### config.mk
export PLATFORM = sky130hd
export DESIGN_NAME = rps_front
export DESIGN_NICKNAME = d
export VERILOG_FILES = /design/src/rps_pkg.sv /design/src/rps_front.sv
export SDC_FILE = /design/constraint.sdc
export NUM_CORES = 1
export LEC_CHECK = 0
export ABC_AREA = 1
export CAP_MARGIN = 10
export CORE_ASPECT_RATIO = 1.5
export CORE_UTILIZATION = 39
export DETAILED_ROUTE_END_ITERATION = 6
export DONT_BUFFER_PORTS = 1
export GPL_ROUTABILITY_DRIVEN = 0
export GPL_TIMING_DRIVEN = 0
export PLACE_DENSITY = 0.54
export RECOVER_POWER = 100
export SETUP_SLACK_MARGIN = 0.4
export SLEW_MARGIN = 40
export SYNTH_ARGS = -nofsm -noshare
export SYNTH_HDL_FRONTEND = slang
export SYNTH_SLANG_ARGS = --single-unit
### constraint.sdc
create_clock -name vclk -period 2.5
set_input_delay 0.25 -clock vclk [all_inputs]
set_output_delay 0.25 -clock vclk [all_outputs]
set_load 0.1 [all_outputs]
### src/rps_pkg.sv
// Package with the shared types and constants of the rectangle pair spacing block.
`default_nettype none
package rps_pkg;

    localparam int COORD_BITS = 32;
    localparam int FRAC_BITS  = 4;
    localparam int DIST_BITS  = COORD_BITS + FRAC_BITS + 1;
    // Width of the radicand and of the square root work registers.
    localparam int RAD_BITS   = 2 * COORD_BITS + 1 + 2 * FRAC_BITS;
    localparam int WORK_BITS  = 2 * DIST_BITS + 1;
    localparam int FIFO_DEPTH = 2;

    typedef struct packed {
        logic signed [COORD_BITS-1:0] a_left;
        logic signed [COORD_BITS-1:0] a_bottom;
        logic signed [COORD_BITS-1:0] a_right;
        logic signed [COORD_BITS-1:0] a_top;
        logic signed [COORD_BITS-1:0] b_left;
        logic signed [COORD_BITS-1:0] b_bottom;
        logic signed [COORD_BITS-1:0] b_right;
        logic signed [COORD_BITS-1:0] b_top;
    } t_in;

    typedef struct packed {
        logic                         overlap_flag;
        logic signed [COORD_BITS-1:0] cut_left;
        logic signed [COORD_BITS-1:0] cut_bottom;
        logic signed [COORD_BITS-1:0] cut_right;
        logic signed [COORD_BITS-1:0] cut_top;
        logic        [DIST_BITS-1:0]  gap_distance;
        logic                         diagonal_case;
    } t_out;

    // Classified pair, as handed from the front to the back.
    typedef struct packed {
        logic                         overlap_flag;
        logic signed [COORD_BITS-1:0] cut_left;
        logic signed [COORD_BITS-1:0] cut_bottom;
        logic signed [COORD_BITS-1:0] cut_right;
        logic signed [COORD_BITS-1:0] cut_top;
        logic                         diagonal_case;
        logic        [COORD_BITS-1:0] dx;
        logic        [COORD_BITS-1:0] dy;
    } t_work;

endpackage
`default_nettype wire

### src/rps_front.sv
// Front end: classifies a rectangle pair into overlap, axis gap or diagonal gap.
`default_nettype none
module rps_front (
    input  wire rps_pkg::t_in   i_pair,
    output rps_pkg::t_work      o_work
);

    logic above, below, right, left, ov;
    logic [rps_pkg::COORD_BITS-1:0] gx_r, gx_l, gy_a, gy_b;

    // Direction tests with A as reference.
    assign above = i_pair.a_top < i_pair.b_bottom;
    assign below = i_pair.a_bottom > i_pair.b_top;
    assign right = i_pair.a_right < i_pair.b_left;
    assign left  = i_pair.a_left > i_pair.b_right;
    assign ov    = !(i_pair.b_right < i_pair.a_left || i_pair.b_top < i_pair.a_bottom ||
                     i_pair.a_right < i_pair.b_left || i_pair.a_top < i_pair.b_bottom);

    // Gaps wrap modulo the coordinate width, which gives the unsigned distance.
    assign gx_r = i_pair.b_left - i_pair.a_right;
    assign gx_l = i_pair.a_left - i_pair.b_right;
    assign gy_a = i_pair.b_bottom - i_pair.a_top;
    assign gy_b = i_pair.a_bottom - i_pair.b_top;

    // Select the cut rectangle and the gap components.
    always_comb begin
        o_work = '0;
        o_work.overlap_flag = ov;
        if (ov) begin
            o_work.cut_left   = (i_pair.a_left > i_pair.b_left) ? i_pair.a_left : i_pair.b_left;
            o_work.cut_bottom = (i_pair.a_bottom > i_pair.b_bottom) ?
                                i_pair.a_bottom : i_pair.b_bottom;
            o_work.cut_right  = (i_pair.a_right < i_pair.b_right) ?
                                i_pair.a_right : i_pair.b_right;
            o_work.cut_top    = (i_pair.a_top < i_pair.b_top) ? i_pair.a_top : i_pair.b_top;
        end else if ((above || below) && (right || left)) begin
            // Corner cases: right wins over left, and the vertical choice
            // follows the order in which the corners are tried.
            o_work.diagonal_case = 1'b1;
            if (right) begin
                o_work.dx = gx_r;
                o_work.dy = above ? gy_a : gy_b;
            end else begin
                o_work.dx = gx_l;
                o_work.dy = below ? gy_b : gy_a;
            end
        end else if (right) begin
            o_work.dx = gx_r;
        end else if (below) begin
            o_work.dx = gy_b;
        end else if (left) begin
            o_work.dx = gx_l;
        end else begin
            o_work.dx = gy_a;
        end
    end

endmodule
`default_nettype wire

==> flow_summary.json <==
{
  "status": "finished with violations",
  "violations": "negative setup slack",
  "synth.area.mux_share_pct": 0,
  "vdd_ir_drop_max_uv": 337,
  "internal_power_w": 0.00310,
  "cts_hold_repair.buffers": 0,
  "relSlewSlack_pct": 45.0,
  "hold_ws_ps": 762,
  "drt_iter0_markers": 1036,
  "io_pins": 450,
  "endpoint_kind": "output pin",
  "avgViaCountPerCell": 5.67,
  "hpwlAfterDp_mm": 70.0,
  "core-area_mm2": 0.0411,
  "drc": 0,
  "leakage_nw": 11.1,
  "maxCapViolCount": 0,
  "dieWidth_um": 168,
  "seqPwrFrac_pct": 0,
  "num_antenna_cells": 0,
  "fmax_mhz": 301,
  "dpl-instance-area_mm2": 0.0190,
  "clkPwrFrac_pct": 0,
  "arrival_ps": 3070,
  "synth_compound_area_share_pct": 16.2,
  "die_h_um": 252,
  "grt_pass1_wl_mm": 126,
  "period_needed_ps": 3320,
  "grt.overflow.total": 0,
  "drtAntennaViolNets": 0,
  "dp.cells": 3708,
  "first_global_vias": 22300,
  "cp_max_fo": 6,
  "fin_util_pct": 57.6,
  "setup_viol": 194,
  "nets": 3785,
  "stdcell_area_mm2": 0.0237,
  "critical_path_class": "input port to output pin",
  "setup-tns-final_ps": -137770,
  "synth_fp_nets": 3663,
  "rsz0062_at_grt": "true",
  "wl_per_cell_um": 22.5,
  "syn_avg_cell_area_um2": 5.15,
  "power_density_mw_per_mm2": 492,
  "stdcell_count": 3827,
  "yosysWarnings": 0,
  "synth_top_family_by_area": "simple AND/OR/NAND/NOR gates",
  "track_usage_pct": 39.1,
  "timing.final.ws_setup_ps": -825,
  "switching_power_w": 0.00855,
  "hold_class": "input port to output pin",
  "synth-seq-area-share_pct": 0,
  "drt-total-wl_mm": 85.9,
  "hold_viol": 0,
  "ys_types": 46,
  "grt_max_degree": 12,
  "fin_crit_sh_pct": 133,
  "regArea_um2": 0,
  "worst_pin_slew_ps": 823,
  "io_buffer_count": 0,
  "antenna_found_initial": 0,
  "synth_fa_ha_area_share_pct": 20.1,
  "syn_inst": 3149,
  "cp-start-kind": "input port",
  "num_vias": 21700,
  "synth_area_mm2": 0.0162,
  "required_ps": 2250,
  "pwr-share-comb_pct": 100.0,
  "die-area_mm2": 0.0424,
  "start_util_pct": 39.4,
  "maxSlewViolCount": 0,
  "sw_frac_of_total_pct": 73.4,
  "synth-xor-area-share_pct": 4.21,
  "std_cell_rows": 91,
  "design.seq.count": 0,
  "drive_gt1_share_pct": 27.6,
  "yosys.area_share.simple_pct": 44.0,
  "firstDrtPassIters": 5,
  "syn_to_final_growth_pct": 46.0,
  "clock_buffers": 0
}
==> critical path, stage by stage <==
cell        delay [ps]
inv_1              140
ha_2               340
a21oi_2            210
nand2_1            110
a21oi_2            180
nand2_4             90
nand2_4             70
nand2_2             60
nand2_4             80
nand3_4            110
nand2_4            120
nand2_4             70
clkinvlp_4         490
nand2_2            130
a21oi_4            600
==> cells in the final DEF (no fill, tap or decap), types with 13 or more instances in the layout <==
cell type / count
nand2_1: 903
inv_1: 393
a21oi_1: 191
nor2_1: 170
ha_1: 162
clkinvlp_4: 133
nand3_1: 127
nand4_1: 93
o21ai_0: 88
nand2_4: 84
nand2_2: 83
ha_4: 81
buf_4: 73
nand3_2: 70
a21oi_4: 61
nand3_4: 53
xnor2_1: 44
buf_6: 36
xor2_1: 34
a21oi_2: 31
nor3_1: 29
buf_12: 28
o21bai_1: 23
nand3b_1: 19
buf_16: 19
nor2_4: 17
o21ai_1: 17
a21o_1: 15
clkbuf_8: 13
clkbuf_4: 13
==> repair_timing <==
item,in CTS,in global routing
cloned,17,0
gates resized for setup,558,203
setup endpoints to repair,194,194
pin swaps,121,115
buffers inserted,67,35
==> synth_stat cells (8+ instances only) <==
| master | instances | area [um^2] |
|---|---|---|
| a21o_1 | 15 | 113 |
| a21oi_1 | 283 | 1420 |
| buf_2 | 39 | 195 |
| buf_4 | 8 | 60.1 |
| clkbuf_1 | 41 | 154 |
| ha_1 | 254 | 3180 |
| inv_1 | 535 | 2010 |
| nand2_1 | 1068 | 4010 |
| nand3_1 | 246 | 1230 |
| nand3b_1 | 19 | 143 |
| nand4_1 | 93 | 582 |
| nor2_1 | 198 | 743 |
| nor3_1 | 34 | 170 |
| o211ai_1 | 8 | 60.1 |
| o21a_1 | 12 | 90.1 |
| o21ai_0 | 114 | 571 |
| o21bai_1 | 25 | 188 |
| or2_2 | 10 | 62.6 |
| xnor2_1 | 44 | 385 |
| xor2_1 | 34 | 298 |
==> logic make-up after synthesis <==
logic type / Yosys count
adder cells (fa/ha/maj): 258
XOR/XNOR: 78
AO/OA/AOI/OAI: 483
AND/OR/NAND/NOR: 1693
buffers and inverters: 637
==> metal layers <==
layer  vias to the layer above  GRT usage, %  routed length (um)
li1                      10400             -                   -
met2                       924          73.1               43200
met4                         0          40.8               10400
met3                       382          5.55                4740
met1                      9995          34.8               27500
met5                         -             0                   0
==> final timing paths <==
kind,from,endpoint,slack (ps),cells after the start
worst max-delay path,i_pair[15],o_work[4],-820,15
worst min-delay path,i_pair[31],o_work[96],760,2
==> layout make-up <==
cell class | count | area (um^2)
plain buffers | 95 | 1200
inverters | 542 | 2570
fillers | 4109 | 17400
repair buffers | 120 | 1470
multi-input cells | 2512 | 17700
well taps | 558 | 698
==> power by group through the flow <==
stage / sequential [W] / combinational, W / clock (W)
4_1_cts: 0 / 0.0111 / 0
2_1_floorplan: 0 / 0.00821 / 0
3_3_place_gp: 0 / 0.00994 / 0
6_report: 0 / 0.0117 / 0
3_5_place_dp: 0 / 0.0100 / 0
5_1_grt: 0 / 0.0122 / 0
==> through the flow <==
| step | setup slack (ps) | power [W] |
|---|---|---|
| 2_1_floorplan | -561 | 0.00821 |
| 3_3_place_gp | -1560 | 0.00994 |
| 3_5_place_dp | -1570 | 0.0100 |
| 4_1_cts | -793 | 0.0111 |
| 5_1_grt | -892 | 0.0122 |
| 6_report | -825 | 0.0117 |
(Power assumes the default switching activity.)
