[src/rps_pkg.sv]
// Package with the shared types and constants of the rectangle pair spacing block.
`default_nettype none
package rps_pkg;

    localparam int COORD_BITS = 32;
    localparam int FRAC_BITS  = 4;
    localparam int DIST_BITS  = COORD_BITS + FRAC_BITS + 1;
    // Width of the radicand and of the square root work registers.
    localparam int RAD_BITS   = 2 * COORD_BITS + 1 + 2 * FRAC_BITS;
    localparam int WORK_BITS  = 2 * DIST_BITS + 1;
    localparam int FIFO_DEPTH = 2;

    typedef struct packed {
        logic signed [COORD_BITS-1:0] a_left;
        logic signed [COORD_BITS-1:0] a_bottom;
        logic signed [COORD_BITS-1:0] a_right;
        logic signed [COORD_BITS-1:0] a_top;
        logic signed [COORD_BITS-1:0] b_left;
        logic signed [COORD_BITS-1:0] b_bottom;
        logic signed [COORD_BITS-1:0] b_right;
        logic signed [COORD_BITS-1:0] b_top;
    } t_in;

    typedef struct packed {
        logic                         overlap_flag;
        logic signed [COORD_BITS-1:0] cut_left;
        logic signed [COORD_BITS-1:0] cut_bottom;
        logic signed [COORD_BITS-1:0] cut_right;
        logic signed [COORD_BITS-1:0] cut_top;
        logic        [DIST_BITS-1:0]  gap_distance;
        logic                         diagonal_case;
    } t_out;

    // Classified pair, as handed from the front to the back.
    typedef struct packed {
        logic                         overlap_flag;
        logic signed [COORD_BITS-1:0] cut_left;
        logic signed [COORD_BITS-1:0] cut_bottom;
        logic signed [COORD_BITS-1:0] cut_right;
        logic signed [COORD_BITS-1:0] cut_top;
        logic                         diagonal_case;
        logic        [COORD_BITS-1:0] dx;
        logic        [COORD_BITS-1:0] dy;
    } t_work;

endpackage
`default_nettype wire

[src/rps_fifo.sv]
// Short queue between the front end and the distance pipeline.
`default_nettype none
module rps_fifo (
    input  wire                 i_clk,
    input  wire                 i_rst_n,
    input  wire                 i_push,
    input  wire rps_pkg::t_work i_data,
    output logic                o_full,
    output logic                o_valid,
    output rps_pkg::t_work      o_data
);

    localparam int PW = $clog2(rps_pkg::FIFO_DEPTH);

    rps_pkg::t_work r_mem [rps_pkg::FIFO_DEPTH];
    rps_pkg::t_work r_out;
    logic [PW-1:0] r_wp, r_rp;
    logic [PW:0]   r_cnt;
    logic          r_out_v;
    logic          pop;

    // The back end never stalls, so an entry leaves in every cycle it is present.
    assign pop     = r_cnt != '0;
    assign o_full  = r_cnt == (PW+1)'(rps_pkg::FIFO_DEPTH);
    assign o_valid = r_out_v;
    assign o_data  = r_out;

    // Storage write and registered read.
    always_ff @(posedge i_clk) begin
        if (i_push) begin
            r_mem[r_wp] <= i_data;
        end
        if (pop) begin
            r_out <= r_mem[r_rp];
        end
    end

    // Pointers, fill count and output valid.
    always_ff @(posedge i_clk) begin
        if (!i_rst_n) begin
            r_wp    <= '0;
            r_rp    <= '0;
            r_cnt   <= '0;
            r_out_v <= 1'b0;
        end else begin
            if (i_push) r_wp <= r_wp + 1'b1;
            if (pop)    r_rp <= r_rp + 1'b1;
            r_cnt   <= r_cnt + (PW+1)'(i_push) - (PW+1)'(pop);
            r_out_v <= pop;
        end
    end

endmodule
`default_nettype wire

[config.mk]
export PLATFORM = sky130hd
export DESIGN_NAME = rps_fifo
export DESIGN_NICKNAME = d
export VERILOG_FILES = /design/src/rps_pkg.sv /design/src/rps_fifo.sv
export SDC_FILE = /design/constraint.sdc
export NUM_CORES = 1
export LEC_CHECK = 0
export ABC_AREA = 1
export BUFFER_PORTS_ARGS = -buffer_cell sky130_fd_sc_hd__buf_2
export CELL_PAD_IN_SITES_DETAIL_PLACEMENT = 0
export CELL_PAD_IN_SITES_GLOBAL_PLACEMENT = 1
export CORE_MARGIN = 2
export CORE_UTILIZATION = 30
export CTS_CLUSTER_SIZE = 16
export DETAILED_ROUTE_END_ITERATION = 8
export PLACE_DENSITY = 0.63
export SETUP_SLACK_MARGIN = 0.3
export SYNTH_ARGS = -nofsm -noshare
export SYNTH_HDL_FRONTEND = slang
export SYNTH_SLANG_ARGS = --single-unit
[constraint.sdc]
create_clock -name i_clk -period 17.7 [get_ports i_clk]
set_clock_uncertainty 0.05 [all_clocks]
set_input_delay 5.31 -clock i_clk [delete_from_list [all_inputs] [get_ports i_clk]]
set_output_delay 5.31 -clock i_clk [all_outputs]
set_load 0.02 [all_outputs]
==> summary.md, run 1 <==
| Metric | Value |
|---|---|
| Sequence of cells on the critical path | `buf_2 > inv_1 > nor2_4 > buf_4` |
| Slew margin rel. | `32.6%` |
| Routed wire length per instance | `17.1 um` |
| IO Port Bufs | `392` |
| Post-route ant nets | `0` |
| Initial DRC count | `703` |
| Crit path DAT | `7.01 ns` |
| Synthesized area | `0.0201 mm^2` |
| Fin area | `0.0251 mm^2` |
| Post-CTS Setup Inserts | `0` |
| Kind of critical path | `primary input to flip-flop` |
| Combinational family with the most area after synthesis | `simple AND/OR/NAND/NOR gates` |
| Number of global-route vias before repair | `11,000` |
| Power Dens Cells | `123 mW/mm^2` |
| Fmax | `0.146 GHz` |
| Remaining DRCs | `0` |
| Detailed Place HPWL | `26,400 um` |
| CP Capture Type | `flip-flop` |
| Number of CTS-inserted buffers | `66` |
| Adder-Cell Fraction of Synth Area | `0.0621%` |
| Post-Route WL | `44,200 um` |
| CP Buf/Inv Count | `3` |
| Crit Path Max Fanout | `65` |
| Mux cell area share after synthesis | `0%` |
| Clock power share | `41.1%` |
| Pre-CTS setup slack | `10.19 ns` |
| Slowest stage delay, CP | `0.82 ns` |
| Yosys reg bits | `587` |
| Max Slew Vio Count | `0` |
| CTS tree | `done` |
| Final worst slack | `10.84 ns` |
| Vias per Instance | `4.20` |
| Leakage | `9.85 nW` |
| Clk sink count | `587` |
| Worst EP required | `17.85 ns` |
| Worst min path class | `flip-flop to flip-flop` |
| CP startpoint kind | `primary input` |
| Syn Inst Count | `1,237` |
| Vias | `10,900` |
| Drt first pass iters | `5` |
| # hold bufs at CTS | `0` |
| Area Growth Syn to Fin | `24.5%` |
| TNS Setup | `0 ns` |
| Core area | `0.0661 mm^2` |
| GR Util All Layers | `12.6%` |
| Layout net count | `1,861` |
| Worst Tran Pin Value | `1.01 ns` |
| Die height | `263 um` |
| Max-Cap Viols | `0` |
| Die area | `0.0692 mm^2` |
| Initial Util | `30.5%` |
| Net count after synthesis | `1,435` |
| Delay-heaviest family, CP | `buffers and inverters` |
| Status | `finished, final reports clean` |
| Final hold vios | `0` |
| Switching power of the nets | `0.000685 W` |
| GR Overflow Total | `0` |
| Complex-gate fraction of the synthesized area | `0.0249%` |
| VDD IR max | `0.0653 mV` |
| Ports | `393` |
| Seq/Total Area, Yosys | `87.3%` |
| Period utilization | `38.8%` |
| Global-route wire length before repair | `66,100 um` |
| Clock Tree Buf Depth | `3` |
| Post-Synth XOR/XNOR Area | `0%` |
| Mapped Avg Cell Area | `16.3 um^2` |
| Flop pwr share | `52.9%` |
| Cts repair resizes | `0` |
| Largest net degree at the start of global routing | `188` |
| Logic pwr share | `5.9%` |
| Synth Area in Simple Gates | `11.2%` |
| Pwr Total | `0.00309 W` |
| Reg clk slew, reported paths | `0.06 ns` |
| Area after DPL | `0.0230 mm^2` |
| Rows | `94` |
| Int Power | `0.00241 W` |
| Final Wtd Congestion | `0.716` |
| Initial antenna violation count | `16` |
| Crit-path slowest cell | `buf_4` |
| YS warnings | `0` |
| H-Tree Level Count | `3` |
| Share of layout cells above drive strength 1 | `28.8%` |
| Yosys cell types | `14` |
| RSZ-0062 raised after global routing | `false` |
| Min Hold Slack | `0.431 ns` |
| CTS Root Cell | `clkbuf_16` |
| DIE WIDTH | `263 um` |
| Final number of setup-violating endpoints | `0` |
| Worst-skew pair later-pin latency | `0.59 ns` |
| Minimum clock period | `6.86 ns` |
| Net Sw Frac | `22.1%` |
-- state kept, by name (all words and copies together), names as in the netlist --
signal,cells
o_valid,1
r_cnt,2
r_mem,388
o_data,194
r_rp,1
r_wp,1
-- layout make-up --
class | count | area (um^2)
Timing Repair Buffer | 401 | 2040
Sequential cell | 587 | 17600
Antenna cell | 8 | 20.0
Clock buffer | 83 | 1760
Clock inverter | 36 | 269
Multi-Input combinational cell | 600 | 2270
Fill cell | 6221 | 41000
Tap cell | 864 | 1080
Inverter | 7 | 46.3
-- cells by family (layout without fill, tap and decap cells) --
kind of cell             after synthesis  count (layout)
AND/OR/NAND/NOR                      598             598
other                                  0               8
buffers and inverters                 50             527
flip-flops                           587             587
AO/OA/AOI/OAI                          1               1
adder cells (fa/ha/maj)                1               1
-- worst min-delay path, stage by stage (launching register included) --
cell	delay [ns]
edfxtp_1	0.31
nand2_1	0.05
nand2_1	0.05
-- cell usage after synthesis --
cell type / number / area, um^2
inv_4: 1 / 6.26
nor2_1: 9 / 33.8
inv_1: 6 / 22.5
buf_4: 17 / 128
clkbuf_1: 1 / 3.75
nand2_1: 587 / 2200
buf_6: 2 / 22.5
nand3_1: 1 / 5.00
a21oi_1: 1 / 5.00
dfxtp_1: 5 / 100
buf_2: 23 / 115
edfxtp_1: 582 / 17500
ha_1: 1 / 12.5
nor3_1: 1 / 5.00
-- per-stage QoR --
stage / instances / utilization [%]
4_1_cts: 2578 / 37.9
3_3_place_gp: 2459 / 34.8
6_report: 2586 / 37.9
2_1_floorplan: 1237 / -
3_5_place_dp: 2459 / 34.8
5_1_grt: 2581 / 37.9
-- layout by cell type (no fill, tap or decap) --
master,instances
bufinv_16,2
ha_1,1
nor2_1,8
inv_1,4
clkinv_4,1
dfxtp_1,4
clkinvlp_4,3
dfxtp_4,1
clkinv_2,6
a21oi_1,1
buf_2,392
clkbuf_1,15
inv_6,5
buf_4,8
nor3_1,1
edfxtp_1,582
nor2_4,1
diode_2,8
clkinv_8,3
buf_12,1
clkinv_1,17
clkbuf_16,68
inv_8,2
nand2_1,587
nand3_1,1
-- worst paths after layout --
| path | start | endpoint | slack [ns] | cells after the start |
|---|---|---|---|---|
| max reg2reg | r_rp$_SDFFE_PN0P_ | o_data[150]$_DFFE_PP_ | 15.15 | 4 |
| min reg2reg | r_mem[0][40]$_DFFE_PP_ | o_data[40]$_DFFE_PP_ | 0.43 | 2 |
| max | i_push | r_mem[0][117]$_DFFE_PP_ | 10.84 | 4 |
| min | r_mem[0][40]$_DFFE_PP_ | o_data[40]$_DFFE_PP_ | 0.43 | 2 |
-- power groups by stage --
stage               registers, W   logic, W  clock network, W
CTS                      0.00164   0.000190           0.00132
floorplan                0.00171  0.0000743                 0
finish                   0.00164   0.000183           0.00127
global placement         0.00166   0.000185                 0
global route             0.00164   0.000206           0.00137
detailed placement       0.00167   0.000190                 0
-- layer usage --
metal  wire length [um]  vias up  share of wire [%]  global-route usage, %
met1              17600     5224                 40                   14.9
li1                   -     5197                  -                      -
met5                130        -               0.29                      0
met2              21000      334                 48                   20.4
met3               4250       93                9.6                   5.49
met4               1120       22                2.5                   4.68
No activity file was read; power rests on OpenSTA's default activity.
==> run 2: changes to the inputs <==
ABC_AREA = 0   (was 1)
clock period = 5.7 ns   (was 17.7 ns; I/O delays follow)
==> run 2 against run 1 <==
Wire length fell by 7.0%; total power rose to 3.1 times the previous value; hold slack improved by 0.056 ns; critical path depth fell by 2; global-route usage fell by 1.5 points; clock power rose to 3.2 times the previous value; synthesized cell count fell by 34%; die area rose by 2.5%; largest power group unchanged; first-iteration DRC count fell by 27%.
==> summary.md, run 2 <==
| Metric | Value |
|---|---|
| GR Overflow Total | `0 (unchanged)` |
| Yosys reg bits | `587 (unchanged)` |
| # hold bufs at CTS | `0 (unchanged)` |
| Max-Cap Viols | `0 (unchanged)` |
| Final worst slack | `2.58 ns (was 10.84 ns)` |
| Area of the multi-input gates | `0.00287 mm^2 (was 0.00227 mm^2)` |
| YS warnings | `0 (unchanged)` |
| Worst min path class | `flip-flop to flip-flop (unchanged)` |
| Final Wtd Congestion | `0.732 (was 0.716)` |
| Delay-heaviest family, CP | `flip-flops (was buffers and inverters)` |
| Post-synth top cells | `edfxtp_1 (582), mux2_4 (149), mux2_2 (45) (was nand2_1 (587), edfxtp_1 (582), buf_2 (23))` |
| Top_reg_cell synth | `edfxtp_1 (unchanged)` |
| Global-route wire length before repair | `58,900 um (was 66,100 um)` |
| Area after DPL | `0.0237 mm^2 (was 0.0230 mm^2)` |
| CP Capture Type | `output port (was flip-flop)` |
| Max Slew Vio Count | `0 (unchanged)` |
| Largest net degree at the start of global routing | `105 (was 188)` |
| Count leader, synth | `edfxtp_1 (was nand2_1)` |
| Pre-CTS setup slack | `2.29 ns (was 10.19 ns)` |
| Sequence of cells on the critical path | `nor2b_1 > buf_2 (was buf_2 > inv_1 > nor2_4 > buf_4)` |
| Initial DRC count | `511 (was 703)` |
| Initial antenna violation count | `10 (was 16)` |
| Number of synthesized flops with an enable pin | `582 (unchanged)` |
| IO Port Bufs | `392 (unchanged)` |
| Biggest register | `r_mem (unchanged)` |
| Commonest cells after routing, fill and taps aside | `edfxtp_1 (582), buf_2 (392), mux2_4 (149) (was nand2_1 (587), edfxtp_1 (582), buf_2 (392))` |
| Core area | `0.0683 mm^2 (was 0.0661 mm^2)` |
| Reg-to-Reg End | `o_data[111]$_DFFE_PP_ (was o_data[150]$_DFFE_PP_)` |
| CP Buf/Inv Count | `1 (was 3)` |
| DIE WIDTH | `266 um (was 263 um)` |
| Reg clk slew, reported paths | `0.06 ns (about the same)` |
| Share of layout cells above drive strength 1 | `53.1% (was 28.8%)` |
| Yosys cell types | `17 (was 14)` |
| Vias | `9,156 (was 10,900)` |
| Register cell area after layout | `0.0176 mm^2 (unchanged)` |
| Drt first pass iters | `4 (was 5)` |
| Final number of setup-violating endpoints | `0 (unchanged)` |
| TNS Setup | `0 ns (unchanged)` |
| Area Growth Syn to Fin | `24.7% (was 24.5%)` |
| Worst r2r src | `r_rp$_SDFFE_PN0P_ (unchanged)` |
| Fillcell total | `6,225 (was 6,221)` |
| Yosys top cell area share | `84.6% (was 86.8%)` |
| Worst EP required | `3.94 ns (was 17.85 ns)` |
| Post-CTS Setup Inserts | `0 (unchanged)` |
| Clock Tree Buf Depth | `3 (unchanged)` |
| Crit path capture | `o_full (was r_mem[0][117]$_DFFE_PP_)` |
| Cts repair resizes | `0 (unchanged)` |
| Number of global-route vias before repair | `9,537 (was 11,000)` |
| Largest register FFs | `388 (unchanged)` |
| Async S/R FF share, synth | `0% (unchanged)` |
| Period utilization | `54.8%` |
| Die area | `0.0710 mm^2 (was 0.0692 mm^2)` |
| Crit path DAT | `1.36 ns (was 7.01 ns)` |
| Slowest stage delay, CP | `0.39 ns (was 0.82 ns)` |
| Commonest non-fill, non-tap cell in the layout | `edfxtp_1 (was nand2_1)` |
| Synth area leaders | `edfxtp_1 (85%), mux2_4 (11%), mux2_2 (2.5%), buf_6 (0.98%), dfxtp_1 (0.48%) (was edfxtp_1 (87%), nand2_1 (11%), buf_4 (0.63%), buf_2 (0.57%), dfxtp_1 (0.50%))` |
| Final hold vios | `0 (unchanged)` |
| Seq/Total Area, Yosys | `85.1% (was 87.3%)` |
| Crit Path Max Fanout | `6 (was 65)` |
| CTS Root Cell | `clkbuf_16 (unchanged)` |
| VDD IR max | `0.286 mV (was 0.0653 mV)` |
| R2R depth | `2 (was 4)` |
| Minimum clock period | `3.12 ns` |
| Clk sink count | `587 (unchanged)` |
| RSZ-0062 raised after global routing | `false (unchanged)` |
| Die height | `266 um (was 263 um)` |
| Kind of critical path | `flip-flop to output port (was primary input to flip-flop)` |
| Fin area | `0.0258 mm^2 (was 0.0251 mm^2)` |
| Layout net count | `1,465 (was 1,861)` |
| Post-Route WL | `41,100 um (was 44,200 um)` |
| Leakage | `9.46 nW (was 9.85 nW)` |
| Syn Inst Count | `820 (was 1,237)` |
| CP startpoint kind | `flip-flop (was primary input)` |
| Largest area contributor in the netlist | `edfxtp_1 (unchanged)` |
| GR Util All Layers | `11.1% (was 12.6%)` |
| Net count after synthesis | `1,018 (was 1,435)` |
| Ports | `393 (unchanged)` |
| Worst Tran Pin Value | `0.897 ns (was 1.01 ns)` |
| Routed wire length per instance | `18.6 um (was 17.1 um)` |
| Remaining DRCs | `0 (unchanged)` |
| Hold Path Origin | `r_mem[0][53]$_DFFE_PP_ (was r_mem[0][40]$_DFFE_PP_)` |
| Power Dens Cells | `378 mW/mm^2 (was 123 mW/mm^2)` |
| Number of CTS-inserted buffers | `61 (was 66)` |
| Setup crit start | `r_cnt[1]$_SDFF_PN0_ (was i_push)` |
| Vias per Instance | `4.15 (was 4.20)` |
| H-Tree Level Count | `2 (was 3)` |
| Slew margin rel. | `40.2% (was 32.6%)` |
| Rows | `96 (was 94)` |
| Detailed Place HPWL | `26,200 um (was 26,400 um)` |
| Worst-skew pair later-pin latency | `0.60 ns (was 0.59 ns)` |
| Fmax | `0.320 GHz` |
| Status | `finished, final reports clean (unchanged)` |
| CP Depth | `2 (was 4)` |
| Flop2flop setup slack | `3.32 ns (was 15.15 ns)` |
| Crit-path slowest cell | `dfxtp_1 (was buf_4)` |
| Synthesized area | `0.0207 mm^2 (was 0.0201 mm^2)` |
| Mapped Avg Cell Area | `25.2 um^2 (was 16.3 um^2)` |
| Post-route ant nets | `0 (unchanged)` |
| CTS tree | `done (unchanged)` |
| Initial Util | `30.2% (was 30.5%)` |
[run 2: cell types whose count changed after synthesis, moves of 3 or more]
cell | before | now
nand2_1 | 587 | 2
and2_1 | 0 | 3
inv_1 | 6 | 0
buf_6 | 2 | 18
mux2_2 | 0 | 45
buf_2 | 23 | 4
nor2b_1 | 0 | 4
mux2_4 | 0 | 149
nor2_1 | 9 | 0
buf_4 | 17 | 0
[run 2: cell type report]
cell class              count  area share, %
diodes                      4         0.0389
multi-input cells         211           11.1
well taps                 882           4.28
repair buffers            406           8.31
flip-flops and latches    587           68.2
clock inverters            42           1.73
clock buffers              73           6.26
[run 2: worst min-delay path by stage]
stage	slack, ns	depth (start not counted)	to
global route	0.50	1	o_data[53]$_DFFE_PP_
floorplan	0.44	2	r_cnt[1]$_SDFF_PN0_
CTS	0.48	1	o_data[53]$_DFFE_PP_
finish	0.49	1	o_data[53]$_DFFE_PP_
global placement	0.47	2	r_cnt[1]$_SDFF_PN0_
detailed placement	0.48	1	o_data[191]$_DFFE_PP_
[run 2: logic make-up after synthesis]
kind of cell	share of synthesized area, %
buffers and inverters	1.08
adders and majority gates	0.0606
AOI/OAI and AO/OA	0.0606
and+or+nand+nor	0.370
DFF	85.1
muxes	13.3
[run 2: report_power, final]
| part | internal [W] | switching, W |
|---|---|---|
| clock network | 0.00239 | 0.00164 |
| logic | 0.000280 | 0.000346 |
| registers | 0.00501 | 0.0000595 |
| total | 0.00768 | 0.00205 |
[run 2: metal layers]
metal / GRT usage, % / part of all wire [%] / up-vias
li1: - / - / 4201
met3: 4.14 / 7.9 / 69
met1: 13.4 / 40 / 4598
met2: 18.5 / 50 / 272
met5: 0 / 0.26 / -
met4: 3.48 / 2.1 / 16
[run 2: through the flow]
step	instances	hold slack (ns)	utilization, %	total power, W
floorplan	820	0.444	-	0.00556
CTS	2201	0.478	37.7	0.00990
detailed placement	2086	0.483	34.7	0.00581
finish	2205	0.487	37.7	0.00973
global placement	2086	0.474	34.7	0.00579
global route	2202	0.498	37.7	0.0101
